==> src/ets_pkg.sv <==
// Package for the exhaustive tour search core: sizes, register codes,
// sequencer states and the cost saturation helper.
// No dependencies; used by exhaustive_tour_search_core and its testbench.
`default_nettype none

package ets_pkg;

    // Sizing
    localparam int MAX_CITIES  = 8;
    localparam int WEIGHT_BITS = 16;
    localparam int MIN_CITIES  = 2;
    localparam int CITY_W      = $clog2(MAX_CITIES);
    localparam int CNT_W       = $clog2(MAX_CITIES + 1);
    localparam int ADDR_W      = 2 * CITY_W;
    localparam int MAT_DEPTH   = 1 << ADDR_W;
    localparam int CC_W        = 4;
    localparam int COST_W      = 19;
    localparam int CFG_IDX_W   = 1;

    // Cost range and reset ceiling
    localparam int COST_MAX      = 262143;
    localparam int COST_MIN      = -262144;
    localparam int CEILING_RESET = 32000;

    // Exact tour sum: room for MAX_CITIES weights, never narrower than the cost
    localparam int SUM_RAW = WEIGHT_BITS + $clog2(MAX_CITIES) + 1;
    localparam int SUM_W   = (SUM_RAW > COST_W) ? SUM_RAW : COST_W + 1;

    localparam logic signed [SUM_W-1:0] SUM_HI = SUM_W'(COST_MAX);
    localparam logic signed [SUM_W-1:0] SUM_LO = SUM_W'(COST_MIN);

    // Configuration register indexes
    localparam logic [CFG_IDX_W-1:0] CFG_CITY_COUNT   = 1'b0;
    localparam logic [CFG_IDX_W-1:0] CFG_COST_CEILING = 1'b1;

    // Input item kinds
    localparam logic KIND_LOAD  = 1'b0;
    localparam logic KIND_SOLVE = 1'b1;

    // Sequencer states
    typedef enum logic [3:0] {
        ST_IDLE,
        ST_COST,
        ST_DRAIN,
        ST_CMP,
        ST_PLOAD,
        ST_FINDP,
        ST_FINDJ,
        ST_REV_A,
        ST_REV_B,
        ST_EMIT
    } t_state;

    // Clamp the exact sum into the signed cost range
    function automatic logic signed [COST_W-1:0] sat_cost(input logic signed [SUM_W-1:0] v);
        logic signed [COST_W-1:0] r;
        if (v > SUM_HI) begin
            r = COST_W'(COST_MAX);
        end else if (v < SUM_LO) begin
            r = COST_W'(COST_MIN);
        end else begin
            r = v[COST_W-1:0];
        end
        return r;
    endfunction

endpackage

`default_nettype wire

==> src/exhaustive_tour_search_core.sv <==
// Exhaustive tour search core: weight matrix load and brute-force tour walk.
// Depends on ets_pkg and ets_ram.
//
// Load item: accepted while idle, and the core stays ready for the next item.
// Solve item: (n-1)! tours for n cities. Each tour is summed through the single
// matrix read port, then permuted to the next tour on the one shared tour read
// port. Then n result items (one if no tour beats the ceiling), one per cycle
// while the sink is ready.
// Reset (synchronous, active low): sequencer idle, city_count 8, ceiling 32000;
// the weight matrix is not cleared.
`default_nettype none

module exhaustive_tour_search_core (
    input  wire logic                                  i_clk,
    input  wire logic                                  i_rst_n,
    // configuration write port
    input  wire logic                                  i_cfg_we,
    input  wire logic [ets_pkg::CFG_IDX_W-1:0]         i_cfg_idx,
    input  wire logic [ets_pkg::COST_W-1:0]            i_cfg_data,
    // input items
    input  wire logic                                  i_in_valid,
    output logic                                       o_in_ready,
    input  wire logic                                  i_kind,
    input  wire logic [ets_pkg::CITY_W-1:0]            i_from_city,
    input  wire logic [ets_pkg::CITY_W-1:0]            i_to_city,
    input  wire logic signed [ets_pkg::WEIGHT_BITS-1:0] i_weight,
    // result items
    output logic                                       o_out_valid,
    input  wire logic                                  i_out_ready,
    output logic signed [ets_pkg::COST_W-1:0]          o_best_cost,
    output logic [ets_pkg::CITY_W-1:0]                 o_city,
    output logic                                       o_found,
    output logic                                       o_last
);

    localparam int CITY_W = ets_pkg::CITY_W;
    localparam int CNT_W  = ets_pkg::CNT_W;
    localparam int NC     = ets_pkg::MAX_CITIES;

    // Configuration
    logic [CNT_W-1:0]                 r_ncity;
    logic signed [ets_pkg::COST_W-1:0] r_ceiling;
    logic [ets_pkg::CC_W-1:0]         w_cc;

    // Sequencer state
    ets_pkg::t_state                  r_state, n_state;
    logic [CITY_W-1:0]                r_tour [NC];
    logic [CITY_W-1:0]                n_tour [NC];
    logic [CITY_W-1:0]                r_best_tour [NC];
    logic [CITY_W-1:0]                n_best_tour [NC];
    logic signed [ets_pkg::COST_W-1:0] r_best, n_best;
    logic signed [ets_pkg::SUM_W-1:0]  r_sum, n_sum;
    logic                             r_found, n_found;
    logic [CNT_W-1:0]                 r_k, n_k;
    logic [CNT_W-1:0]                 r_lo, n_lo;
    logic [CNT_W-1:0]                 r_hi, n_hi;
    logic [CITY_W-1:0]                r_hold, n_hold;
    logic [CITY_W-1:0]                r_prev, n_prev;
    logic                             r_rd_vld, n_rd_vld;

    // Shared tour read port and matrix port
    logic [CITY_W-1:0]                w_tidx;
    logic [CITY_W-1:0]                w_trd;
    logic [CITY_W-1:0]                w_cur;
    logic signed [ets_pkg::COST_W-1:0] w_cost;
    logic [CNT_W-1:0]                 w_nlast;
    logic                             w_load_we;
    logic [ets_pkg::ADDR_W-1:0]       w_raddr;
    logic [ets_pkg::WEIGHT_BITS-1:0]  w_rdata;
    logic signed [ets_pkg::WEIGHT_BITS-1:0] w_wt;

    assign w_cc    = i_cfg_data[ets_pkg::CC_W-1:0];
    assign w_nlast = r_ncity - CNT_W'(1);
    assign w_wt    = w_rdata;
    assign w_cost  = ets_pkg::sat_cost(r_sum);

    // Configuration registers; city count is clamped on write
    always_ff @(posedge i_clk) begin
        if (!i_rst_n) begin
            r_ncity   <= CNT_W'(NC);
            r_ceiling <= ets_pkg::COST_W'(ets_pkg::CEILING_RESET);
        end else if (i_cfg_we) begin
            unique case (i_cfg_idx)
                ets_pkg::CFG_CITY_COUNT: begin
                    if (w_cc < ets_pkg::CC_W'(ets_pkg::MIN_CITIES)) begin
                        r_ncity <= CNT_W'(ets_pkg::MIN_CITIES);
                    end else if (w_cc > ets_pkg::CC_W'(NC)) begin
                        r_ncity <= CNT_W'(NC);
                    end else begin
                        r_ncity <= CNT_W'(w_cc);
                    end
                end
                ets_pkg::CFG_COST_CEILING: r_ceiling <= i_cfg_data;
                default: ;
            endcase
        end
    end

    // Matrix write on a load item with an in-range address
    assign w_load_we = (r_state == ets_pkg::ST_IDLE) && i_in_valid
                       && (i_kind == ets_pkg::KIND_LOAD)
                       && ({1'b0, i_from_city} < (CITY_W + 1)'(NC))
                       && ({1'b0, i_to_city} < (CITY_W + 1)'(NC));

    ets_ram #(
        .WIDTH (ets_pkg::WEIGHT_BITS),
        .DEPTH (ets_pkg::MAT_DEPTH)
    ) u_matrix (
        .i_clk   (i_clk),
        .i_we    (w_load_we),
        .i_waddr ({i_from_city, i_to_city}),
        .i_wdata (i_weight),
        .i_raddr (w_raddr),
        .o_rdata (w_rdata)
    );

    // One tour read index per cycle, chosen by state
    always_comb begin
        unique case (r_state) inside
            ets_pkg::ST_FINDJ,
            ets_pkg::ST_REV_B: w_tidx = r_hi[CITY_W-1:0];
            ets_pkg::ST_REV_A: w_tidx = r_lo[CITY_W-1:0];
            default:           w_tidx = r_k[CITY_W-1:0];
        endcase
    end
    assign w_trd = r_tour[w_tidx];

    // Edge endpoint: the closing edge returns to city 0
    assign w_cur   = (r_k == r_ncity) ? '0 : w_trd;
    assign w_raddr = {r_prev, w_cur};

    // Next state and datapath
    always_comb begin
        n_state     = r_state;
        n_tour      = r_tour;
        n_best_tour = r_best_tour;
        n_best      = r_best;
        n_sum       = r_sum;
        n_found     = r_found;
        n_k         = r_k;
        n_lo        = r_lo;
        n_hi        = r_hi;
        n_hold      = r_hold;
        n_prev      = r_prev;
        n_rd_vld    = 1'b0;
        o_in_ready  = 1'b0;
        o_out_valid = 1'b0;

        // accumulate the weight read in the previous cycle
        if (r_rd_vld) begin
            n_sum = r_sum + ets_pkg::SUM_W'(w_wt);
        end

        unique case (r_state)
            ets_pkg::ST_IDLE: begin
                o_in_ready = 1'b1;
                if (i_in_valid && (i_kind == ets_pkg::KIND_SOLVE)) begin
                    for (int i = 0; i < NC; i++) begin
                        n_tour[i] = CITY_W'(i);
                    end
                    n_best  = r_ceiling;
                    n_found = 1'b0;
                    n_k     = CNT_W'(1);
                    n_prev  = '0;
                    n_sum   = '0;
                    n_state = ets_pkg::ST_COST;
                end
            end
            // issue one edge read per cycle
            ets_pkg::ST_COST: begin
                n_rd_vld = 1'b1;
                n_prev   = w_cur;
                if (r_k == r_ncity) begin
                    n_state = ets_pkg::ST_DRAIN;
                end else begin
                    n_k = r_k + CNT_W'(1);
                end
            end
            ets_pkg::ST_DRAIN: n_state = ets_pkg::ST_CMP;
            // keep strictly cheaper tours only
            ets_pkg::ST_CMP: begin
                if (w_cost < r_best) begin
                    n_best      = w_cost;
                    n_best_tour = r_tour;
                    n_found     = 1'b1;
                end
                n_k     = w_nlast;
                n_state = ets_pkg::ST_PLOAD;
            end
            ets_pkg::ST_PLOAD: begin
                n_hold  = w_trd;
                n_k     = r_k - CNT_W'(1);
                n_state = ets_pkg::ST_FINDP;
            end
            // scan down for the pivot (never position 0)
            ets_pkg::ST_FINDP: begin
                if (r_k == '0) begin
                    n_k     = '0;
                    n_state = ets_pkg::ST_EMIT;
                end else if (w_trd < r_hold) begin
                    n_lo    = r_k;
                    n_hold  = w_trd;
                    n_hi    = w_nlast;
                    n_state = ets_pkg::ST_FINDJ;
                end else begin
                    n_hold = w_trd;
                    n_k    = r_k - CNT_W'(1);
                end
            end
            // rightmost entry above the pivot, then swap
            ets_pkg::ST_FINDJ: begin
                if (w_trd > r_hold) begin
                    n_tour[r_lo[CITY_W-1:0]] = w_trd;
                    n_tour[r_hi[CITY_W-1:0]] = r_hold;
                    n_lo    = r_lo + CNT_W'(1);
                    n_hi    = w_nlast;
                    n_state = ets_pkg::ST_REV_A;
                end else begin
                    n_hi = r_hi - CNT_W'(1);
                end
            end
            // reverse the suffix, one swap per pass through REV_A and REV_B
            ets_pkg::ST_REV_A: begin
                if (r_lo >= r_hi) begin
                    n_k     = CNT_W'(1);
                    n_prev  = '0;
                    n_sum   = '0;
                    n_state = ets_pkg::ST_COST;
                end else begin
                    n_hold  = w_trd;
                    n_state = ets_pkg::ST_REV_B;
                end
            end
            ets_pkg::ST_REV_B: begin
                n_tour[r_lo[CITY_W-1:0]] = w_trd;
                n_tour[r_hi[CITY_W-1:0]] = r_hold;
                n_lo    = r_lo + CNT_W'(1);
                n_hi    = r_hi - CNT_W'(1);
                n_state = ets_pkg::ST_REV_A;
            end
            // report the best tour, one city per item
            ets_pkg::ST_EMIT: begin
                o_out_valid = 1'b1;
                if (i_out_ready) begin
                    if (o_last) begin
                        n_state = ets_pkg::ST_IDLE;
                    end else begin
                        n_k = r_k + CNT_W'(1);
                    end
                end
            end
            default: n_state = ets_pkg::ST_IDLE;
        endcase
    end

    // Result payload
    assign o_best_cost = r_best;
    assign o_found     = r_found;
    assign o_city      = r_found ? r_best_tour[r_k[CITY_W-1:0]] : '0;
    assign o_last      = !r_found || (r_k == w_nlast);

    // State register
    always_ff @(posedge i_clk) begin
        if (!i_rst_n) begin
            r_state  <= ets_pkg::ST_IDLE;
            r_found  <= 1'b0;
            r_rd_vld <= 1'b0;
            r_k      <= '0;
            r_lo     <= '0;
            r_hi     <= '0;
            r_best   <= ets_pkg::COST_W'(ets_pkg::CEILING_RESET);
            r_sum    <= '0;
            for (int i = 0; i < NC; i++) begin
                r_tour[i]      <= CITY_W'(i);
                r_best_tour[i] <= '0;
            end
        end else begin
            r_state     <= n_state;
            r_found     <= n_found;
            r_rd_vld    <= n_rd_vld;
            r_k         <= n_k;
            r_lo        <= n_lo;
            r_hi        <= n_hi;
            r_best      <= n_best;
            r_sum       <= n_sum;
            r_tour      <= n_tour;
            r_best_tour <= n_best_tour;
        end
    end

    // Payload registers
    always_ff @(posedge i_clk) begin
        r_hold <= n_hold;
        r_prev <= n_prev;
    end

    // Assertions
    a_no_overlap: assert property (@(posedge i_clk) disable iff (!i_rst_n)
        o_out_valid |-> !o_in_ready)
        else $error("result offered while accepting items");

    a_clear_single: assert property (@(posedge i_clk) disable iff (!i_rst_n)
        (o_out_valid && !o_found) |-> o_last)
        else $error("not-found report is more than one item");

    a_cost_index: assert property (@(posedge i_clk) disable iff (!i_rst_n)
        (r_state == ets_pkg::ST_COST) |-> ((r_k != '0) && (r_k <= r_ncity)))
        else $error("edge index out of tour");

    a_pivot_order: assert property (@(posedge i_clk) disable iff (!i_rst_n)
        (r_state == ets_pkg::ST_FINDJ) |-> (r_hi > r_lo))
        else $error("swap search passed the pivot");

    a_back_idle: assert property (@(posedge i_clk) disable iff (!i_rst_n)
        (o_out_valid && i_out_ready && o_last) |=> o_in_ready)
        else $error("not ready after final result item");

endmodule

`default_nettype wire

==> src/ets_ram.sv <==
// Generic single-write, single-read RAM with registered read data.
// Depends on nothing; holds the weight matrix of the tour search core.
`default_nettype none

module ets_ram #(
    parameter int WIDTH = 16,
    parameter int DEPTH = 64
) (
    input  wire logic                     i_clk,
    input  wire logic                     i_we,
    input  wire logic [$clog2(DEPTH)-1:0] i_waddr,
    input  wire logic [WIDTH-1:0]         i_wdata,
    input  wire logic [$clog2(DEPTH)-1:0] i_raddr,
    output logic      [WIDTH-1:0]         o_rdata
);

    logic [WIDTH-1:0] r_mem [DEPTH];

    // Write port and registered read port
    always_ff @(posedge i_clk) begin
        if (i_we) begin
            r_mem[i_waddr] <= i_wdata;
        end
        o_rdata <= r_mem[i_raddr];
    end

endmodule

`default_nettype wire

==> config.mk <==
export PLATFORM = sky130hd
export DESIGN_NAME = exhaustive_tour_search_core
export DESIGN_NICKNAME = d
export VERILOG_FILES = /design/src/ets_pkg.sv /design/src/exhaustive_tour_search_core.sv /design/src/ets_ram.sv
export SDC_FILE = /design/constraint.sdc
export NUM_CORES = 2
export LEC_CHECK = 0
export ABC_AREA = 1
export BUFFER_PORTS_ARGS = -buffer_cell sky130_fd_sc_hd__buf_2
export CAP_MARGIN = 20
export CELL_PAD_IN_SITES_DETAIL_PLACEMENT = 0
export CELL_PAD_IN_SITES_GLOBAL_PLACEMENT = 1
export CORE_MARGIN = 2
export CORE_UTILIZATION = 51
export DETAILED_ROUTE_END_ITERATION = 16
export PLACE_DENSITY_LB_ADDON = 0.1
export RECOVER_POWER = 50
export SLEW_MARGIN = 10
export SYNTH_ARGS = -nofsm -noshare
export SYNTH_HDL_FRONTEND = slang
export SYNTH_HIERARCHICAL = 1
export SYNTH_SLANG_ARGS = --single-unit
==> constraint.sdc <==
create_clock -name i_clk -period 4.48 [get_ports i_clk]
set_input_delay 1.344 -clock i_clk [delete_from_list [all_inputs] [get_ports i_clk]]
set_output_delay 1.344 -clock i_clk [all_outputs]
set_load 0.01 [all_outputs]
# Word level (Yosys, flattened, before mapping)

Memory sizes are Yosys's and may differ from the RTL's. A register that Yosys moved wholly into a read port is not among the register bits.
Index checks and enable logic that the tools add are counted.

Bits in registers: 134
RAM bits: 1024
Bits of input ports: 48
Output and inout bits: 26
Logic and storage cells: 174
Memories kept: 1

Memories:

| memory         | depth | width | rd ports | clocked after memory_dff | wr ports | RTL line      | source |
|---|---|---|---|---|---|---|---|
| u_matrix.r_mem | 64    | 16    | 1        | 1                        | 1        | ets_ram.sv:17 | `logic [WIDTH-1:0] r_mem [DEPTH];` |

$add $sub $neg: 6
Magnitude comparators: 14
Equality and inequality tests: 25
Muxes and demuxes: 67
Bitwise operators: 6
Reduce and logical (&&, ||, !) cells: 27

Operators by type and width:

| operator             | number |
|---|---|
| $mux 4               | 22 |
| $mux 19              | 4 |
| $pmux 24 s3          | 1 |
| $mux 20              | 3 |
| $bwmux 24            | 2 |
| $mux 24              | 2 |
| $pmux 20 s2          | 1 |
| $pmux 4 s10          | 1 |
| $pmux 19 s2          | 1 |
| $mux 3               | 12 |
| $pmux 4 s7           | 1 |
| $pmux 4 s3           | 2 |
| $add 20x16->20       | 1 |
| $gt 20x19->1 const B | 1 |
| $lt 20x19->1 const B | 1 |
| $lt 19x19->1         | 1 |
| $bmux 3 s3           | 2 |
| $demux 3 s3          | 2 |
| $ne 2x2->1 const B   | 9 |
| $pmux 3 s3           | 2 |
| $eq 4x3->1 const B   | 4 |
| $ge 4x4->1 const B   | 4 |
| $not 3->4            | 4 |
| $reduce_and 3->1     | 5 |
| other kinds (30)     | 57 |

# Longest topological paths before layout

Word-level depth: 11
Gate-level depth with buffers: 25
Gate-level depth less buffers: 23

# By module

Netlist, hierarchy kept.

By module, submodules not included:

| module                      | times used | cells an instance | area an instance (µm²) | sequential area each (µm²) |
|---|---|---|---|---|
| ets_ram                     | 1          | 3517              | 42099.1                | 31069.8 |
| exhaustive_tour_search_core | 1          | 1347              | 8896.0                 | 2742.6 |

# Worst setup path after synthesis

OpenSTA, ideal clock, no wires.

Path type: input to register
Start point: input port i_in_valid
End point: memory u_matrix.r_mem[48][0] (enable)
Arrival time: 3.596 ns
Required time: 4.049 ns
Slack: 0.453 ns
Stages: 5
Path through: nand2_1 nor2_1 clkbuf_1 nand4_1 nor4_1

Cells in the longest elaborated chain, start to end: 4

Ends and longest elaborated chain:

| item                         | RTL line                           | source |
|---|---|---|
| start: declaration           | exhaustive_tour_search_core.sv:21  | `input wire logic i_in_valid,` |
| $logic_and 1x1->1            | exhaustive_tour_search_core.sv:100 | `assign w_load_we = (r_state == ets_pkg::ST_IDLE) && i_in_valid` |
| $logic_and 1x1->1            | exhaustive_tour_search_core.sv:101 | `&& (i_kind == ets_pkg::KIND_LOAD)` |
| net w_load_we                | exhaustive_tour_search_core.sv:67  | `logic w_load_we;` |
| $mux 1                       | ets_ram.sv:21                      | `if (i_we) begin` |
| $mux 1 (not written as such) | ets_ram.sv:22                      | `r_mem[i_waddr] <= i_wdata;` |
| end: declaration             | ets_ram.sv:17                      |  |

The timed path passes the listed nets, and every way through them passes these cells.

# Worst setup path after layout

Start point: register r_state[0]
End point: register u_matrix.o_rdata[2], read port of u_matrix.r_mem

Cells in the longest elaborated chain, start to end: 8
Elaborated cells between the ends (all ways): 10
Those cells by class: eq/ne (3); mux (5); bitwise (1); reduce/logical (1)

Ends and longest elaborated chain:

| item                                         | RTL line                           | source |
|---|---|---|
| start: declaration                           | exhaustive_tour_search_core.sv:46  | `ets_pkg::t_state r_state, n_state;` |
| start signal: assignment                     | exhaustive_tour_search_core.sv:265 | `r_state <= ets_pkg::ST_IDLE;` |
| start signal: assignment                     | exhaustive_tour_search_core.sv:278 | `r_state <= n_state;` |
| $eq 4x3->1 or $eq 4x4->1 (tied branches)     | -                                  |  |
| $reduce_or 2->1                              | exhaustive_tour_search_core.sv:119 | `unique case (r_state) inside` |
| $pmux 3 s2 *                                 | exhaustive_tour_search_core.sv:119 |  |
| $not 3->4 (not written as such) *            | exhaustive_tour_search_core.sv:126 | `assign w_trd = r_tour[w_tidx];` |
| $bmux 3 s3 *                                 | exhaustive_tour_search_core.sv:126 |  |
| $mux 3 (not written as such) * (2 in series) | exhaustive_tour_search_core.sv:126 |  |
| $mux 3 *                                     | exhaustive_tour_search_core.sv:129 | `assign w_cur = (r_k == r_ncity) ? '0 : w_trd;` |
| net w_cur[1]                                 | exhaustive_tour_search_core.sv:64  | `logic [CITY_W-1:0] w_cur;` |
| end: declaration                             | ets_ram.sv:14                      | `output logic [WIDTH-1:0] o_rdata` |

Mark *: on every way through the listed nets, which the timed path passes. The rest lies on a longest branch. The select of a mux whose other input is x is not followed.
A chain may end at the register's enable or synchronous reset.

==> reports/metrics.cfg <==
[layout]
final_nets = 5053
fillers = 8431
drive_gt1_frac = 0.08940
area_growth_pct = 11.87

[pwr]
power_density_mw_per_mm2 = 752.0
p_sw_frac = 0.4350
power.net_switching_mw = 18.66
power_frac_comb = 0.455
leakagePower_nw = 21.59
ir_worst_vdd_uv = 704.7
pwr-share-clk = 0.251
power_mw = 42.90
power_frac_seq = 0.294
p_int_mw = 24.24

[clock_network]
cts_buffers = 130
root_buffer = clkbuf_16
clockBufferDepth = 3
post_cts_buffers = 0
h-tree-depth = 4
clkLatencyLatePin_ns = 0.73
cts-resized-gates = 0
clk_pin_slew_ns = 0.06
hold_buffers = 0
cts_tree = done
clock-sinks = 1174

[timing]
finalHoldViolations = 0
period_share = 0.9346
setup_viol = 0
finalCriticalPeriod_ns = 4.187
slew_headroom = -1.304
report.final.slew_viol_count = 703
rsz0062_at_grt = no
worst_pin_slew_ns = 3.457
fin_skew_ns = 0.01676
setup-tns-final_ns = 0
fmax_mhz = 238.8

[logic_synthesis]
synth-edff-count = 1030
syn_nets = 4962
ys_ff_latch = 1174
avgSynthCellArea_um2 = 10.48
synthArstFlopShare = 0
synthSimpleGateAreaFrac = 0.2436
synth_area_leaders = edfxtp_1 (61%), nand2_1 (12%), nand3_1 (9.6%), dfxtp_1 (5.7%), nor2_1 (1.5%)
synth_common_cells = nand2_1 (1,620), edfxtp_1 (1,030), nand3_1 (975)
yosysTopAreaCell = edfxtp_1
synth_xor_area_frac = 0.003607
synth_compound_gate_area_share = 0.03118
synth_top_area_share = 0.6065
synthAdderAreaFrac = 0.01242
synthesis.area_mm2 = 0.05100
synthFlopType = edfxtp_1
ys_types = 56
yosysMostFrequentCell = nand2_1
synth_cells = 4864
synth_mux_area_frac = 0.0005889
yosysWarnings = 6
synth_seq_area_share = 0.6631
synth_top_family_by_area = simple AND/OR/NAND/NOR gates

[critical_path]
cp_data_required_time_ns = 5.08
worstSetupPathType = flip-flop to flip-flop
cp.arrival_ns = 4.79
cp_common_cell = nand3_1
start_kind = flip-flop
critical_path.cell_chain = nor2_2 -> nand2_8 -> nand2_8 -> a21oi_4 -> nand2_2 -> nand2_1 -> nand3_1 -> nand3_2 -> nand2_2 -> inv_1 -> nor2_4 -> inv_8 -> buf_12 -> buf_4 -> nand3_1 -> nand3_1 -> nand2_1 -> nand2_1 -> nand3_1 -> nand3_1 -> nand2_1
worstPathMaxFanout = 60
crit_slowest_cell = dfxtp_1
max_stage_delay_ns = 0.41
end_kind = flip-flop

[floorplan]
core_area_mm2 = 0.09871
rows = 115
ios = 74
die_area_mm2 = 0.1025
start_util = 0.5166
die_x_um = 320.2
die_h_um = 320.2

[job]
maxCapViolCount = 17

[global_routing]
grt_pass1_wl_um = 219200
grt_use_total = 0.2843
antenna_found_initial = 6
grt_pass1_vias = 34220
grt_max_degree = 131
gr-total-overflow = 0

[route]
drc = 0
drt_pass1_iterations = 6
vias = 36200
drtIter0Drc = 3962
wl_per_cell_um = 23.00
ant_nets = 0
totalWireLength_um = 146000
routed_via_density = 5.704

[status]
violations = capacitance limit, slew limit
outcome = finished, violations left

[placed_design]
gp_congestion = 0.8802
dp_hpwl_um = 87460
io_buffer_count = 73

[hold_path]
worst_hold_path_type = flip-flop to flip-flop

-- worst paths after layout --
path	from	to	slack, ns	depth (start not counted)
max	r_state[0]	u_matrix/o_rdata[2]	0.29	21
min	r_ceiling[16]	r_ceiling[16]	0.45	2
max reg2reg	r_state[0]	u_matrix/o_rdata[2]	0.29	21
min reg2reg	r_ceiling[16]	r_ceiling[16]	0.45	2
-- routing by layer --
metal | GRT usage | wire [µm] | share of wire | vias up
met1 | 0.4167 | 63640 | 0.44 | 17560
met4 | 0.07366 | 3253 | 0.022 | 6
li1 | - | - | - | 17030
met3 | 0.04136 | 11470 | 0.079 | 188
met2 | 0.4470 | 67570 | 0.46 | 1418
met5 | 0 | 37 | 0.00025 | -
-- power groups by stage --
stage	Clock [mW]	Combinational (mW)	Sequential, mW
2_1_floorplan	0	13.6	12.7
3_3_place_gp	0	19.4	12.8
3_5_place_dp	0	19.4	12.8
4_1_cts	10.9	19.5	12.6
5_1_grt	11.3	21.6	12.6
6_report	10.8	19.5	12.6
-- area by class of cell --
cell class,count,area (µm²),area share
clock inverter,59,599.3,0.01051
timing repair buffer,238,1750,0.03068
tap,1287,1610,0.02823
sequential,1174,33810,0.5927
antenna,3,7.507,0.0001316
multi-input combinational,3246,14940,0.2619
clock buffer,174,3680,0.06450
inverter,165,649.4,0.01138
-- registers in the layout, summed over array words and instances, names as in the netlist --
register	cells
r_lo	4
r_ceiling	19
u_matrix/o_rdata	16
r_tour	24
r_state	4
r_rd_vld	1
o_found	1
r_sum	20
r_best_tour	24
r_ncity	4
u_matrix/r_mem	1024
o_best_cost	19
r_hold	3
r_k	4
r_prev	3
r_hi	4
-- cells in the final DEF (no fill, tap or decap), drive strengths merged, types with 2 or more instances in the layout --
cell,count
a21boi,5
a21o,3
a21oi,122
a31oi,25
buf,190
bufinv,12
clkbuf,222
clkinv,47
clkinvlp,2
dfxtp,144
diode,3
edfxtp,1030
ha,49
inv,163
mux2i,3
nand2,1637
nand3,981
nand4,30
nor2,208
nor3,23
nor4,9
o211ai,7
o21ai,95
o21bai,8
o221ai,3
o31ai,4
or2,3
xnor2,10
xor2,11
-- cell families (layout without fill, tap and decap cells) --
family,Yosys count,after routing
and+or+nand+nor,2894,2894
DFF,1174,1174
buffers and inverters,444,636
AOI/OAI and AO/OA,278,278
adders and majority gates,50,50
xor gates and xnor gates,21,21
muxes,3,3
other,0,3
-- worst max-delay path: cells and delay by family (launching register included) --
| kind | cells | cell delay, ns |
|---|---|---|
| buf+inv | 4 | 1.16 |
| simple gates | 16 | 2.05 |
| compound gates | 1 | 0.35 |
| flops | 1 | 0.41 |
-- through the flow --
step	setup slack (ns)	hold WS, ns	utilization	instance area, µm²	instances
2_1_floorplan	0.4535	0.4245	-	51000	4864
3_3_place_gp	0.4209	0.4469	0.5358	52890	6107
3_5_place_dp	0.3032	0.4473	0.5362	52930	6109
4_1_cts	0.2810	0.4547	0.5796	57210	6342
5_1_grt	0.01545	0.4676	0.5779	57040	6343
6_report	0.2932	0.4540	0.5779	57050	6346
No activity file was read; power rests on OpenSTA's default activity.
